===== src/design/wahp_pkg.sv =====
// Shared types and constants for the WAV/AIFF header parser.
// Holds chunk tags, status codes, parse phases and flag bit positions; no dependencies.
`default_nettype none

package wahp_pkg;

  typedef enum logic [5:0] {
    PH_IDLE   = 6'b000001,
    PH_PRE    = 6'b000010,
    PH_HDR    = 6'b000100,
    PH_FIELDS = 6'b001000,
    PH_SKIP   = 6'b010000,
    PH_DONE   = 6'b100000
  } phase_t;

  typedef enum logic [2:0] {
    ST_OK         = 3'd0,
    ST_BAD_MAGIC  = 3'd1,
    ST_BAD_FORM   = 3'd2,
    ST_NOT_PCM    = 3'd3,
    ST_NO_FORMAT  = 3'd4,
    ST_NO_DATA    = 3'd5,
    ST_SHORT      = 3'd6
  } status_t;

  localparam logic [31:0] TAG_FORM = 32'h464F524D;
  localparam logic [31:0] TAG_RIFF = 32'h52494646;
  localparam logic [31:0] TAG_AIFF = 32'h41494646;
  localparam logic [31:0] TAG_WAVE = 32'h57415645;
  localparam logic [31:0] TAG_COMM = 32'h434F4D4D;
  localparam logic [31:0] TAG_FMT  = 32'h666D7420;
  localparam logic [31:0] TAG_SSND = 32'h53534E44;
  localparam logic [31:0] TAG_DATA = 32'h64617461;

  localparam logic [31:0] EXT_44K = 32'h400EAC44;
  localparam logic [31:0] EXT_22K = 32'h400DAC44;
  localparam logic [31:0] RATE_44K = 32'd44100;
  localparam logic [31:0] RATE_22K = 32'd22050;
  localparam logic [31:0] RATE_11K = 32'd11025;

  localparam logic [4:0] COMM_FIELD_BYTES = 5'd12;
  localparam logic [4:0] FMT_FIELD_BYTES  = 5'd16;
  localparam logic [4:0] SSND_MIN_BYTES   = 5'd8;

  localparam int FL_LE = 0;
  localparam int FL_ST = 1;
  localparam int FL_16 = 2;
  localparam int FL_S8 = 3;

endpackage

`default_nettype wire


===== src/design/wav_aiff_header_parser_core.sv =====
// Top level of the WAV/AIFF header parser: byte stream in, one format report per file out.
// Depends on wahp_pkg for tags, status codes and phase encoding.
`default_nettype none

// The parser takes one file byte in every clock cycle and never needs a gap between
// bytes; in_file_start marks offset zero of a new file and restarts parsing. Each byte
// is handled completely in the cycle it is transferred, and the single report for a
// file is loaded into the output register at the edge of the byte that completes it,
// so it is visible from the next cycle on. The longest path is the chunk end computation
// (offset plus size plus pad) and its compare against the form size. Input transfers
// stall only while a finished report is waiting and the output side is stalled.
// Bytes before the first file start and after a report are accepted and ignored.
module wav_aiff_header_parser_core (
  input  wire logic        clk,
  input  wire logic        rst_n,
  input  wire logic        in_valid,
  output logic             in_stall,
  input  wire logic [7:0]  in_byte_value,
  input  wire logic        in_file_start,
  output logic             out_valid,
  input  wire logic        out_stall,
  output logic [2:0]       out_parse_status,
  output logic             out_little_endian_samples,
  output logic             out_two_channels,
  output logic             out_sixteen_bit_samples,
  output logic             out_signed_byte_samples,
  output logic [31:0]      out_rate_hz,
  output logic [2:0]       out_frame_bytes,
  output logic [31:0]      out_data_start,
  output logic [31:0]      out_data_bytes
);

  wahp_pkg::phase_t phase_r, phase_nxt, phase_e;
  logic [31:0] offset_r, offset_nxt, offset_e;
  logic [31:0] shift_r, shift_nxt, shift_e;
  logic [31:0] tag_r, tag_nxt, tag_e;
  logic [32:0] cend_r, cend_nxt, cend_e;
  logic [31:0] form_r, form_nxt, form_e;
  logic        wave_r, wave_nxt, wave_e;
  logic [1:0]  found_r, found_nxt, found_e;
  logic [3:0]  flags_r, flags_nxt, flags_e;
  logic [31:0] rate_r, rate_nxt, rate_e;
  logic [31:0] dstart_r, dstart_nxt, dstart_e;
  logic [31:0] dbytes_r, dbytes_nxt, dbytes_e;
  logic [4:0]  fcount_r, fcount_nxt, fcount_e;

  logic        out_valid_r;
  logic [2:0]  status_r;
  logic [3:0]  oflags_r;
  logic [31:0] orate_r;
  logic [2:0]  oframe_r;
  logic [31:0] ostart_r;
  logic [31:0] obytes_r;

  logic        accept;
  logic        emit_now;
  wahp_pkg::status_t emit_status;
  logic        do_after;
  logic [31:0] cur, pos, be, le, fld, size;
  logic [4:0]  need, least;
  logic        data_tag;
  logic [15:0] v16;
  logic [2:0]  frame_nxt;

  assign in_stall = out_valid_r && out_stall;
  assign accept   = in_valid && !in_stall;

  always_comb begin
    if (in_file_start) begin
      phase_e  = wahp_pkg::PH_PRE;
      offset_e = '0;
      shift_e  = '0;
      tag_e    = '0;
      cend_e   = '0;
      form_e   = '0;
      wave_e   = 1'b0;
      found_e  = '0;
      flags_e  = '0;
      rate_e   = '0;
      dstart_e = '0;
      dbytes_e = '0;
      fcount_e = '0;
    end else begin
      phase_e  = phase_r;
      offset_e = offset_r;
      shift_e  = shift_r;
      tag_e    = tag_r;
      cend_e   = cend_r;
      form_e   = form_r;
      wave_e   = wave_r;
      found_e  = found_r;
      flags_e  = flags_r;
      rate_e   = rate_r;
      dstart_e = dstart_r;
      dbytes_e = dbytes_r;
      fcount_e = fcount_r;
    end
  end

  always_comb begin
    phase_nxt   = phase_e;
    offset_nxt  = offset_e;
    shift_nxt   = shift_e;
    tag_nxt     = tag_e;
    cend_nxt    = cend_e;
    form_nxt    = form_e;
    wave_nxt    = wave_e;
    found_nxt   = found_e;
    flags_nxt   = flags_e;
    rate_nxt    = rate_e;
    dstart_nxt  = dstart_e;
    dbytes_nxt  = dbytes_e;
    fcount_nxt  = fcount_e;
    emit_now    = 1'b0;
    emit_status = wahp_pkg::ST_OK;
    do_after    = 1'b0;
    cur         = offset_e;
    pos         = offset_e + 32'd1;
    be          = {shift_e[23:0], in_byte_value};
    le          = {in_byte_value, shift_e[31:8]};
    fld         = wave_e ? le : be;
    size        = fld;
    need        = '0;
    least       = '0;
    data_tag    = 1'b0;
    v16         = wave_e ? fld[31:16] : fld[15:0];

    unique case (phase_e)
      wahp_pkg::PH_PRE: begin
        offset_nxt = pos;
        if (cur < 32'd4) begin
          shift_nxt = be;
          if (cur == 32'd3) begin
            if (be == wahp_pkg::TAG_FORM) begin
              wave_nxt = 1'b0;
            end else if (be == wahp_pkg::TAG_RIFF) begin
              wave_nxt = 1'b1;
            end else begin
              emit_now    = 1'b1;
              emit_status = wahp_pkg::ST_BAD_MAGIC;
            end
          end
        end else if (cur < 32'd8) begin
          shift_nxt = fld;
          if (cur == 32'd7) begin
            form_nxt = fld;
          end
        end else begin
          shift_nxt = be;
          if (cur == 32'd11) begin
            if (be != (wave_e ? wahp_pkg::TAG_WAVE : wahp_pkg::TAG_AIFF)) begin
              emit_now    = 1'b1;
              emit_status = wahp_pkg::ST_BAD_FORM;
            end else begin
              fcount_nxt = '0;
              phase_nxt  = wahp_pkg::PH_HDR;
            end
          end
        end
      end
      wahp_pkg::PH_HDR: begin
        offset_nxt = pos;
        fcount_nxt = fcount_e + 5'd1;
        if (fcount_e < 5'd4) begin
          tag_nxt = {tag_e[23:0], in_byte_value};
        end else begin
          shift_nxt = fld;
        end
        if (fcount_e >= 5'd7) begin
          if (tag_nxt == wahp_pkg::TAG_COMM) begin
            need = wahp_pkg::COMM_FIELD_BYTES;
          end else if (tag_nxt == wahp_pkg::TAG_FMT) begin
            need = wahp_pkg::FMT_FIELD_BYTES;
          end
          least    = need;
          cend_nxt = {1'b0, pos} + {1'b0, size} + {32'd0, size[0]};
          if (!wave_e && tag_nxt == wahp_pkg::TAG_SSND) begin
            least    = wahp_pkg::SSND_MIN_BYTES;
            data_tag = 1'b1;
          end else if (wave_e && tag_nxt == wahp_pkg::TAG_DATA) begin
            data_tag = 1'b1;
          end else if ((tag_nxt == wahp_pkg::TAG_COMM) == wave_e) begin
            need  = '0;
            least = '0;
          end
          if (size < {27'd0, least}) begin
            emit_now    = 1'b1;
            emit_status = wahp_pkg::ST_SHORT;
          end else if (need != 5'd0) begin
            found_nxt[0]            = 1'b1;
            flags_nxt[wahp_pkg::FL_LE] = wave_e;
            flags_nxt[wahp_pkg::FL_S8] = !wave_e;
            fcount_nxt              = '0;
            phase_nxt               = wahp_pkg::PH_FIELDS;
          end else begin
            if (data_tag) begin
              found_nxt[1] = 1'b1;
              dbytes_nxt   = size;
              dstart_nxt   = wave_e ? pos : pos + 32'd8;
            end
            do_after = 1'b1;
          end
        end
      end
      wahp_pkg::PH_FIELDS: begin
        offset_nxt = pos;
        shift_nxt  = fld;
        fcount_nxt = fcount_e + 5'd1;
        if (!wave_e) begin
          if (fcount_e == 5'd1) begin
            flags_nxt[wahp_pkg::FL_ST] = (v16 == 16'd2);
          end else if (fcount_e == 5'd7) begin
            flags_nxt[wahp_pkg::FL_16] = (v16 == 16'd16);
          end else if (fcount_e == 5'd11) begin
            if (fld == wahp_pkg::EXT_44K) begin
              rate_nxt = wahp_pkg::RATE_44K;
            end else if (fld == wahp_pkg::EXT_22K) begin
              rate_nxt = wahp_pkg::RATE_22K;
            end else begin
              rate_nxt = wahp_pkg::RATE_11K;
            end
          end
        end else begin
          if (fcount_e == 5'd1) begin
            if (v16 != 16'd1) begin
              emit_now    = 1'b1;
              emit_status = wahp_pkg::ST_NOT_PCM;
            end
          end else if (fcount_e == 5'd3) begin
            flags_nxt[wahp_pkg::FL_ST] = (v16 == 16'd2);
          end else if (fcount_e == 5'd7) begin
            rate_nxt = fld;
          end else if (fcount_e == 5'd15) begin
            flags_nxt[wahp_pkg::FL_16] = (v16 == 16'd16);
          end
        end
        if (tag_e == wahp_pkg::TAG_COMM) begin
          need = wahp_pkg::COMM_FIELD_BYTES;
        end else if (tag_e == wahp_pkg::TAG_FMT) begin
          need = wahp_pkg::FMT_FIELD_BYTES;
        end
        if (!emit_now && fcount_nxt >= need) begin
          do_after = 1'b1;
        end
      end
      wahp_pkg::PH_SKIP: begin
        offset_nxt = pos;
        if ({1'b0, pos} == cend_e) begin
          fcount_nxt = '0;
          phase_nxt  = wahp_pkg::PH_HDR;
        end
      end
      default: begin
      end
    endcase

    if (do_after) begin
      if (cend_nxt >= {1'b0, form_e}) begin
        emit_now = 1'b1;
        if (!found_nxt[0]) begin
          emit_status = wahp_pkg::ST_NO_FORMAT;
        end else if (!found_nxt[1]) begin
          emit_status = wahp_pkg::ST_NO_DATA;
        end else begin
          emit_status = wahp_pkg::ST_OK;
        end
      end else begin
        fcount_nxt = '0;
        phase_nxt  = ({1'b0, pos} == cend_nxt) ? wahp_pkg::PH_HDR : wahp_pkg::PH_SKIP;
      end
    end

    if (emit_now) begin
      phase_nxt = wahp_pkg::PH_DONE;
    end

    unique case (flags_nxt[wahp_pkg::FL_16:wahp_pkg::FL_ST])
      2'b00:   frame_nxt = 3'd1;
      2'b01:   frame_nxt = 3'd2;
      2'b10:   frame_nxt = 3'd2;
      default: frame_nxt = 3'd4;
    endcase
  end

  always_ff @(posedge clk) begin
    if (!rst_n) begin
      phase_r  <= wahp_pkg::PH_IDLE;
      offset_r <= '0;
      shift_r  <= '0;
      tag_r    <= '0;
      cend_r   <= '0;
      form_r   <= '0;
      wave_r   <= 1'b0;
      found_r  <= '0;
      flags_r  <= '0;
      rate_r   <= '0;
      dstart_r <= '0;
      dbytes_r <= '0;
      fcount_r <= '0;
    end else if (accept) begin
      phase_r  <= phase_nxt;
      offset_r <= offset_nxt;
      shift_r  <= shift_nxt;
      tag_r    <= tag_nxt;
      cend_r   <= cend_nxt;
      form_r   <= form_nxt;
      wave_r   <= wave_nxt;
      found_r  <= found_nxt;
      flags_r  <= flags_nxt;
      rate_r   <= rate_nxt;
      dstart_r <= dstart_nxt;
      dbytes_r <= dbytes_nxt;
      fcount_r <= fcount_nxt;
    end
  end

  always_ff @(posedge clk) begin
    if (!rst_n) begin
      out_valid_r <= 1'b0;
    end else if (accept && emit_now) begin
      out_valid_r <= 1'b1;
    end else if (!out_stall) begin
      out_valid_r <= 1'b0;
    end
  end

  always_ff @(posedge clk) begin
    if (accept && emit_now) begin
      status_r <= emit_status;
      if (emit_status != wahp_pkg::ST_OK) begin
        oflags_r <= '0;
        orate_r  <= '0;
        oframe_r <= 3'd1;
        ostart_r <= '0;
        obytes_r <= '0;
      end else begin
        oflags_r <= flags_nxt;
        orate_r  <= rate_nxt;
        oframe_r <= frame_nxt;
        ostart_r <= dstart_nxt;
        obytes_r <= dbytes_nxt;
      end
    end
  end

  assign out_valid                 = out_valid_r;
  assign out_parse_status          = status_r;
  assign out_little_endian_samples = oflags_r[wahp_pkg::FL_LE];
  assign out_two_channels          = oflags_r[wahp_pkg::FL_ST];
  assign out_sixteen_bit_samples   = oflags_r[wahp_pkg::FL_16];
  assign out_signed_byte_samples   = oflags_r[wahp_pkg::FL_S8];
  assign out_rate_hz               = orate_r;
  assign out_frame_bytes           = oframe_r;
  assign out_data_start            = ostart_r;
  assign out_data_bytes            = obytes_r;

  a_error_zeroes: assert property (@(posedge clk) disable iff (!rst_n)
    out_valid && out_parse_status != wahp_pkg::ST_OK |->
      out_rate_hz == 32'd0 && out_frame_bytes == 3'd1 && out_data_bytes == 32'd0)
    else $error("error report carries nonzero format fields");

  a_frame_matches_flags: assert property (@(posedge clk) disable iff (!rst_n)
    out_valid && out_parse_status == wahp_pkg::ST_OK |->
      out_frame_bytes == (out_two_channels ? 3'd2 : 3'd1) *
                         (out_sixteen_bit_samples ? 3'd2 : 3'd1))
    else $error("frame bytes disagree with channel and sample width flags");

  a_done_after_report: assert property (@(posedge clk) disable iff (!rst_n)
    accept && emit_now |=> phase_r == wahp_pkg::PH_DONE && out_valid)
    else $error("report transfer did not end the parse");

  a_status_range: assert property (@(posedge clk) disable iff (!rst_n)
    out_valid |-> out_parse_status != 3'd7)
    else $error("report status out of range");

  a_idle_clean: assert property (@(posedge clk) disable iff (!rst_n)
    phase_r == wahp_pkg::PH_IDLE |-> found_r == 2'd0 && offset_r == 32'd0)
    else $error("idle parser holds stale chunk state");

endmodule

`default_nettype wire


===== config.mk =====
export PLATFORM = sky130hd
export DESIGN_NAME = wav_aiff_header_parser_core
export DESIGN_NICKNAME = d
export VERILOG_FILES = /design/src/design/wahp_pkg.sv /design/src/design/wav_aiff_header_parser_core.sv
export SDC_FILE = /design/constraint.sdc
export NUM_CORES = 1
export LEC_CHECK = 0
export CORE_UTILIZATION = 49
export DETAILED_ROUTE_END_ITERATION = 8
export DONT_BUFFER_PORTS = 1
export PLACE_DENSITY = 0.66
export SLEW_MARGIN = 15
export SYNTH_ARGS = -nofsm -noshare
export SYNTH_HDL_FRONTEND = slang
export SYNTH_SLANG_ARGS = --single-unit

===== constraint.sdc =====
create_clock -name clk -period 9.5 [get_ports clk]
set_input_delay 0.475 -clock clk [delete_from_list [all_inputs] [get_ports clk]]
set_output_delay 0.475 -clock clk [all_outputs]
set_load 0.03 [all_outputs]

==> out/summary.txt, run 1 <==
Number of synthesized flops with an enable pin: 106
TritonCTS Sinks: 382
#FFs+latches synth: 382
Gr usage total: 38.7%
Syn Nets: 3264
Initial DRT Pass Iterations: 6
Net switching power figure: 957 µW
Initial antenna violation count: 4
Setup ws final: 679 ps
Sw Share: 25.5%
DR vias: 25.4k
Core footprint: 50400 µm²
Compound-Gate Fraction of Synth Area: 21.9%
I/O Buffers: 0
Worst Setup Path Type: reg2reg
Setup slack, reg-to-reg: 680 ps
Vias in the first global route: 23.4k
CP bufs+invs: 3
RSZ-0062 raised after global routing: no
Clock insertion delay at the later pin of the skew report: 600 ps
CP Launch Type: flop
Kind of end point of the critical path: flop
Cell area after placement: 25700 µm²
Dominant synthesized flop cell: dfxtp_1
First-pass GRT wire length: 153 mm
Hold Vio Cnt, Final: 0
Critical path depth: 29
Share of cells above drive strength 1: 7.86%
Internal power: 2.79 mW
Finish-stage setup viols: 0
Number of fill cells: 4770
Largest family of logic cells by synthesized area: simple AND/OR/NAND/NOR gates
Routed wire per std cell: 27.6 µm
Worst path slowest cell: a311oi_1
Post-synth top area cell: dfxtp_1
Leakage: 9.20 nW
Die height: 229 µm
Worst hold start: rst_n
Dpl hpwl: 75.0 mm
# diodes: 0
Setup TNS: 0 ps
Type of the most critical hold path: in2reg
I/O pin total: 121
Worst flop-to-flop path startpoint: offset_r[0]$_SDFFE_PN0P_
Hold-fix buffers, CTS: 1
Gate power share: 7.2%
Yosys cell types: 108
Max Root-Sink Buffers: 3
PwrDens: 138 nW/µm²
Clock power share: 47.3%
Flop pwr share: 45.5%
Post-CTS Setup Repair Bufs: 0
Critical Path Fanout Max: 51
Syn Inst Count: 3179
Final ANT Viol Nets: 0
Multi-input logic area: 15200 µm²
Top post-synthesis cells by area: dfxtp_1, edfxtp_1, nor2_1
CTS tree: built
Initial drt markers: 2904
Finished layout cell area: 27200 µm²
Max reg flops: 33
Crit share post-route: 92.9%
Synthesized area: 25200 µm²
Avg Synthesized Cell Area: 7.91 µm²
Remaining Overflow, GRT: 0
Setup crit start: offset_r[0]$_SDFFE_PN0P_
Max-capacitance violation count: 0
Routed wire length: 104 mm
Worst slew margin: 26.3%
Placed insts: 3685
Simple-gate share of the synthesized area: 27.4%
Post-Place Worst Slack: 1020 ps
# DRC: 0
Worst path arrival time: 9150 ps
Top-area cell type share of the netlist area: 22.0%
Cell Count, Final, Fillers Out: 3765
Max frequency: 113 MHz
Total CTS buffers: 44
Clock-pin slew on the worst setup and hold paths: 70 ps
Nets: 3145
CTS Root Cell: clkbuf_16
H-tree levels: 2
Mux contribution to synthesized area: 2.48%
Yosys warning total: 0
Total area of sequential cells: 8710 µm²
Req. time, crit path: 9830 ps
Clock Skews: 26.9 ps
Die footprint: 52300 µm²
Largest net degree at the start of global routing: 260
Gp weighted congestion: 1.05
Sequential fraction of the synthesis area: 34.6%
Cts repair resizes: 0
Status: finished, final reports clean
Die Width: 229 µm
Area added between synthesis and finish: 7.94%
Adder-Cell Fraction of Synth Area: 3.65%
Post-Route Utilization: 53.9%
VDD IR max: 0.000138 V
Max-slew violations: 0
Synth async-reset ratio: 0%
Rows: 82
R2R depth: 29
Synth Area in XOR/XNOR: 4.56%
Worst Max-Slew Pin Slew: 1090 ps
Largest register by flop count: cend_r
Min Clock Period, post-route: 8820 ps
Vias per cell: 6.75
Max incr delay on CP: 600 ps
CP delay by family, top: simple AND/OR/NAND/NOR gates
Starting Density: 49.9%
Hold Path Stages: 1
==> worst register-to-register path: cells and delay by family, from the launching register on <==
family / cells / cell delay, ps
simple gates: 13 / 3350
compound gates: 9 / 2270
fa+ha+maj: 3 / 1260
buf+inv: 3 / 850
flops: 1 / 490
xor+xnor: 1 / 350
==> path summary, 6_finish.rpt <==
path / end
worst max-delay path: out_data_start[14]$_SDFFCE_PP0P_
worst min-delay path: shift_r[8]$_SDFFE_PN0P_
worst max register to register: out_data_start[14]$_SDFFCE_PP0P_
worst min register to register: cend_r[12]$_SDFFE_PN0P_
==> layout by cell type (no fill, tap or decap), types with 14 or more instances in the layout <==
master     netlist  routed
nand2_1        248     247
buf_4            5      87
xnor2_1         93      93
nor3_1         109     104
nor3b_1         93      91
nor4_1          48      47
a21oi_1        252     252
a31oi_1         24      23
nand2b_1        26      26
nand3_1         89      89
and4_1          14      14
a211oi_1        67      67
inv_1           57      56
dfxtp_1        276     275
nor2_1         515     513
or3_1           21      19
o22ai_1         27      27
xor2_1          38      38
ha_1            71      71
edfxtp_1       106     106
nand4_1         54      54
and3_1          24      24
and2_1          19      19
a21o_1          24      24
a22oi_1        153     153
mux2i_1         54      54
nor2b_1         32      32
o211ai_1        19      19
clkbuf_16        0      45
o21ai_0        101      98
==> metrics by stage <==
step / hold slack (ps) / power [mW]
3_5_place_dp: 447 / 2.00
2_1_floorplan: 427 / 1.93
4_1_cts: 4.00 / 3.75
6_report: 25.4 / 3.75
3_3_place_gp: 434 / 2.00
5_1_grt: 8.44 / 3.84
==> cell families (layout without fill, tap and decap cells) <==
kind of cell | count (synthesis) | in the layout
AO/OA/AOI/OAI | 832 | 832
XOR/XNOR | 131 | 131
adder cells (fa/ha/maj) | 73 | 73
buffers and inverters | 317 | 231
flip-flops | 382 | 382
multiplexers | 61 | 61
AND/OR/NAND/NOR | 1383 | 1383
==> area by class of cell <==
class / instances / share of cell area [%]
Inverter: 63 / 0.921
Timing Repair Buffer: 89 / 2.52
Multi-Input combinational cell: 2480 / 56.0
Tap cell: 672 / 3.10
Clock inverter: 19 / 0.820
Sequential cell: 382 / 32.1
Clock buffer: 60 / 4.57
==> layer usage <==
layer,share of wire [%],vias to the layer above,wire (µm),GRT usage [%]
li1,-,11400,-,-
met1,39,12200,40600,49.2
met2,45,1417,46700,60.8
met3,9.3,335,9700,7.65
met4,6.7,4,6920,23.2
met5,0.026,-,27,0
==> power by group through the flow <==
stage | registers (mW) | clock network [mW] | logic [mW]
2_1_floorplan | 1.73 | 0 | 0.198
3_3_place_gp | 1.74 | 0 | 0.258
3_5_place_dp | 1.74 | 0 | 0.260
4_1_cts | 1.71 | 1.78 | 0.262
5_1_grt | 1.71 | 1.85 | 0.286
6_report | 1.71 | 1.77 | 0.269
==> synthesized netlist by cell type, types with 67 or more instances <==
cell type / count
nand2_1: 248
edfxtp_1: 106
nor3b_1: 93
nor2_1: 515
dfxtp_1: 276
xnor2_1: 93
a22oi_1: 153
nand3_1: 89
nor3_1: 109
clkbuf_1: 173
a211oi_1: 67
o21ai_0: 101
a21oi_1: 252
ha_1: 71
(Power assumes the default switching activity.)
==> inputs of run 2 (changes only) <==
- RECOVER_POWER: default -> 25
==> run 2 against run 1 <==
Net effect: the run now ends with capacitance limit, slew limit left; sequential power barely moved; first-iteration DRC count rose by 0.45%; clock power barely moved; power barely moved; worst setup slack improved by 78 ps; sequential cell count did not move; register-to-register slack improved by 80 ps; core utilization fell by 0.055 points; global-route usage did not move; design area fell by 0.10%; critical endpoint unchanged.
==> out/summary.txt, run 2 (synthesis results as in run 1) <==
Crit share post-route: 92.0%
Rows: 82
Initial DRT Pass Iterations: 6
Worst flop-to-flop path startpoint: offset_r[0]$_SDFFE_PN0P_
Net switching power figure: 955 µW
Placed insts: 3685
Req. time, crit path: 9830 ps
Gate power share: 7.2%
Type of the most critical hold path: in2reg
Clock Skews: 23.3 ps
Min Clock Period, post-route: 8740 ps
Status: finished with violations
Sw Share: 25.5%
Most frequent cells in the layout: nor2_1, dfxtp_1, a21oi_1
Core footprint: 50400 µm²
Critical Path Fanout Max: 51
# DRC: 0
Clock-pin slew on the worst setup and hold paths: 70 ps
Worst path arrival time: 9070 ps
TritonCTS Sinks: 382
Nets: 3145
Initial drt markers: 2917
Finished layout cell area: 27100 µm²
VDD IR max: 0.000138 V
Total area of sequential cells: 8710 µm²
Number of fill cells: 4779
Failing checks: capacitance limit, slew limit
First-pass GRT wire length: 153 mm
Starting Density: 49.9%
Remaining Overflow, GRT: 0
Largest net degree at the start of global routing: 260
Cell Count, Final, Fillers Out: 3765
Total CTS buffers: 44
Share of cells above drive strength 1: 7.63%
PwrDens: 138 nW/µm²
Gr usage total: 38.7%
CP delay by family, top: simple AND/OR/NAND/NOR gates
H-tree levels: 2
CP bufs+invs: 3
Most common cell after layout, fill and taps aside: nor2_1
Die height: 229 µm
Clock power share: 47.3%
Vias per cell: 6.76
Clock insertion delay at the later pin of the skew report: 600 ps
Initial antenna violation count: 4
# diodes: 0
Setup crit start: offset_r[0]$_SDFFE_PN0P_
Die footprint: 52300 µm²
Setup TNS: 0 ps
Dpl hpwl: 75.0 mm
Gp weighted congestion: 1.05
Post-Place Worst Slack: 1020 ps
I/O Buffers: 0
DR vias: 25.5k
CP Launch Type: flop
Max Root-Sink Buffers: 3
Routed wire length: 104 mm
CTS tree: built
Post-CTS Setup Repair Bufs: 0
Largest register by flop count: cend_r
CTS Root Cell: clkbuf_16
Multi-input logic area: 15200 µm²
Final ANT Viol Nets: 0
Max frequency: 114 MHz
Setup ws final: 757 ps
Finish-stage setup viols: 0
Max reg flops: 33
Max incr delay on CP: 590 ps
Worst slew margin: -121%
Worst Setup Path Type: reg2reg
Max-slew violations: 187
Kind of end point of the critical path: flop
Die Width: 229 µm
Worst hold start: rst_n
I/O pin total: 121
Worst path slowest cell: a311oi_1
Leakage: 9.18 nW
Max-capacitance violation count: 4
Routed wire per std cell: 27.6 µm
Vias in the first global route: 23.4k
Worst Max-Slew Pin Slew: 3320 ps
Cell area after placement: 25700 µm²
Internal power: 2.79 mW
RSZ-0062 raised after global routing: no
Flop pwr share: 45.6%
Area added between synthesis and finish: 7.83%
Hold Vio Cnt, Final: 0
[run 2: power groups by stage]
stage                     Clock (mW)  Combinational, mW  Sequential, mW
after detailed placement           0              0.260            1.74
final                           1.77              0.269            1.71
after floorplan                    0              0.198            1.73
after CTS                       1.78              0.262            1.71
after global placement             0              0.258            1.74
after global routing            1.85              0.286            1.71
[run 2: what timing repair did]
action                                 in CTS  in global routing
hold buffers                                1                  0
endpoints found under the hold margin       1                  0
gates resized for setup                     0                  0
[run 2: final cells by class]
type	count	area share, %
Tap cell	672	3.10
Timing Repair Buffer	89	2.45
Clock inverter	19	0.821
Multi-Input combinational cell	2480	56.0
Sequential cell	382	32.1
Clock buffer	60	4.58
Inverter	63	0.922
[run 2: worst paths after layout]
path | to | slack [ps] | cells past startpoint
min | shift_r[8]$_SDFFE_PN0P_ | 30 | 1
max reg2reg | out_data_start[14]$_SDFFCE_PP0P_ | 760 | 29
min reg2reg | cend_r[12]$_SDFFE_PN0P_ | 450 | 2
max | out_data_start[14]$_SDFFCE_PP0P_ | 760 | 29
[run 2: per-stage QoR]
| step | power, mW | hold slack [ps] | utilization, % |
|---|---|---|---|
| after floorplan | 1.93 | 427 | - |
| after global placement | 2.00 | 434 | 50.9 |
| after detailed placement | 2.00 | 447 | 50.9 |
| after CTS | 3.75 | 4.00 | 53.9 |
| after global routing | 3.84 | 8.44 | 53.9 |
| final | 3.75 | 33.3 | 53.9 |
[run 2: worst register-to-register path, delay by kind of cell, from the launching register on]
family,cells,cell delay [ps]
buffers and inverters,3,840
AOI/OAI and AO/OA,9,2250
xor gates and xnor gates,1,350
and+or+nand+nor,13,3290
adders and majority gates,3,1250
DFF,1,500
[run 2: per-layer routing]
metal	wire (µm)	GRT usage, %
met2	46500	60.8
met4	7130	23.2
met3	9800	7.65
met1	40400	49.2
met5	27	0
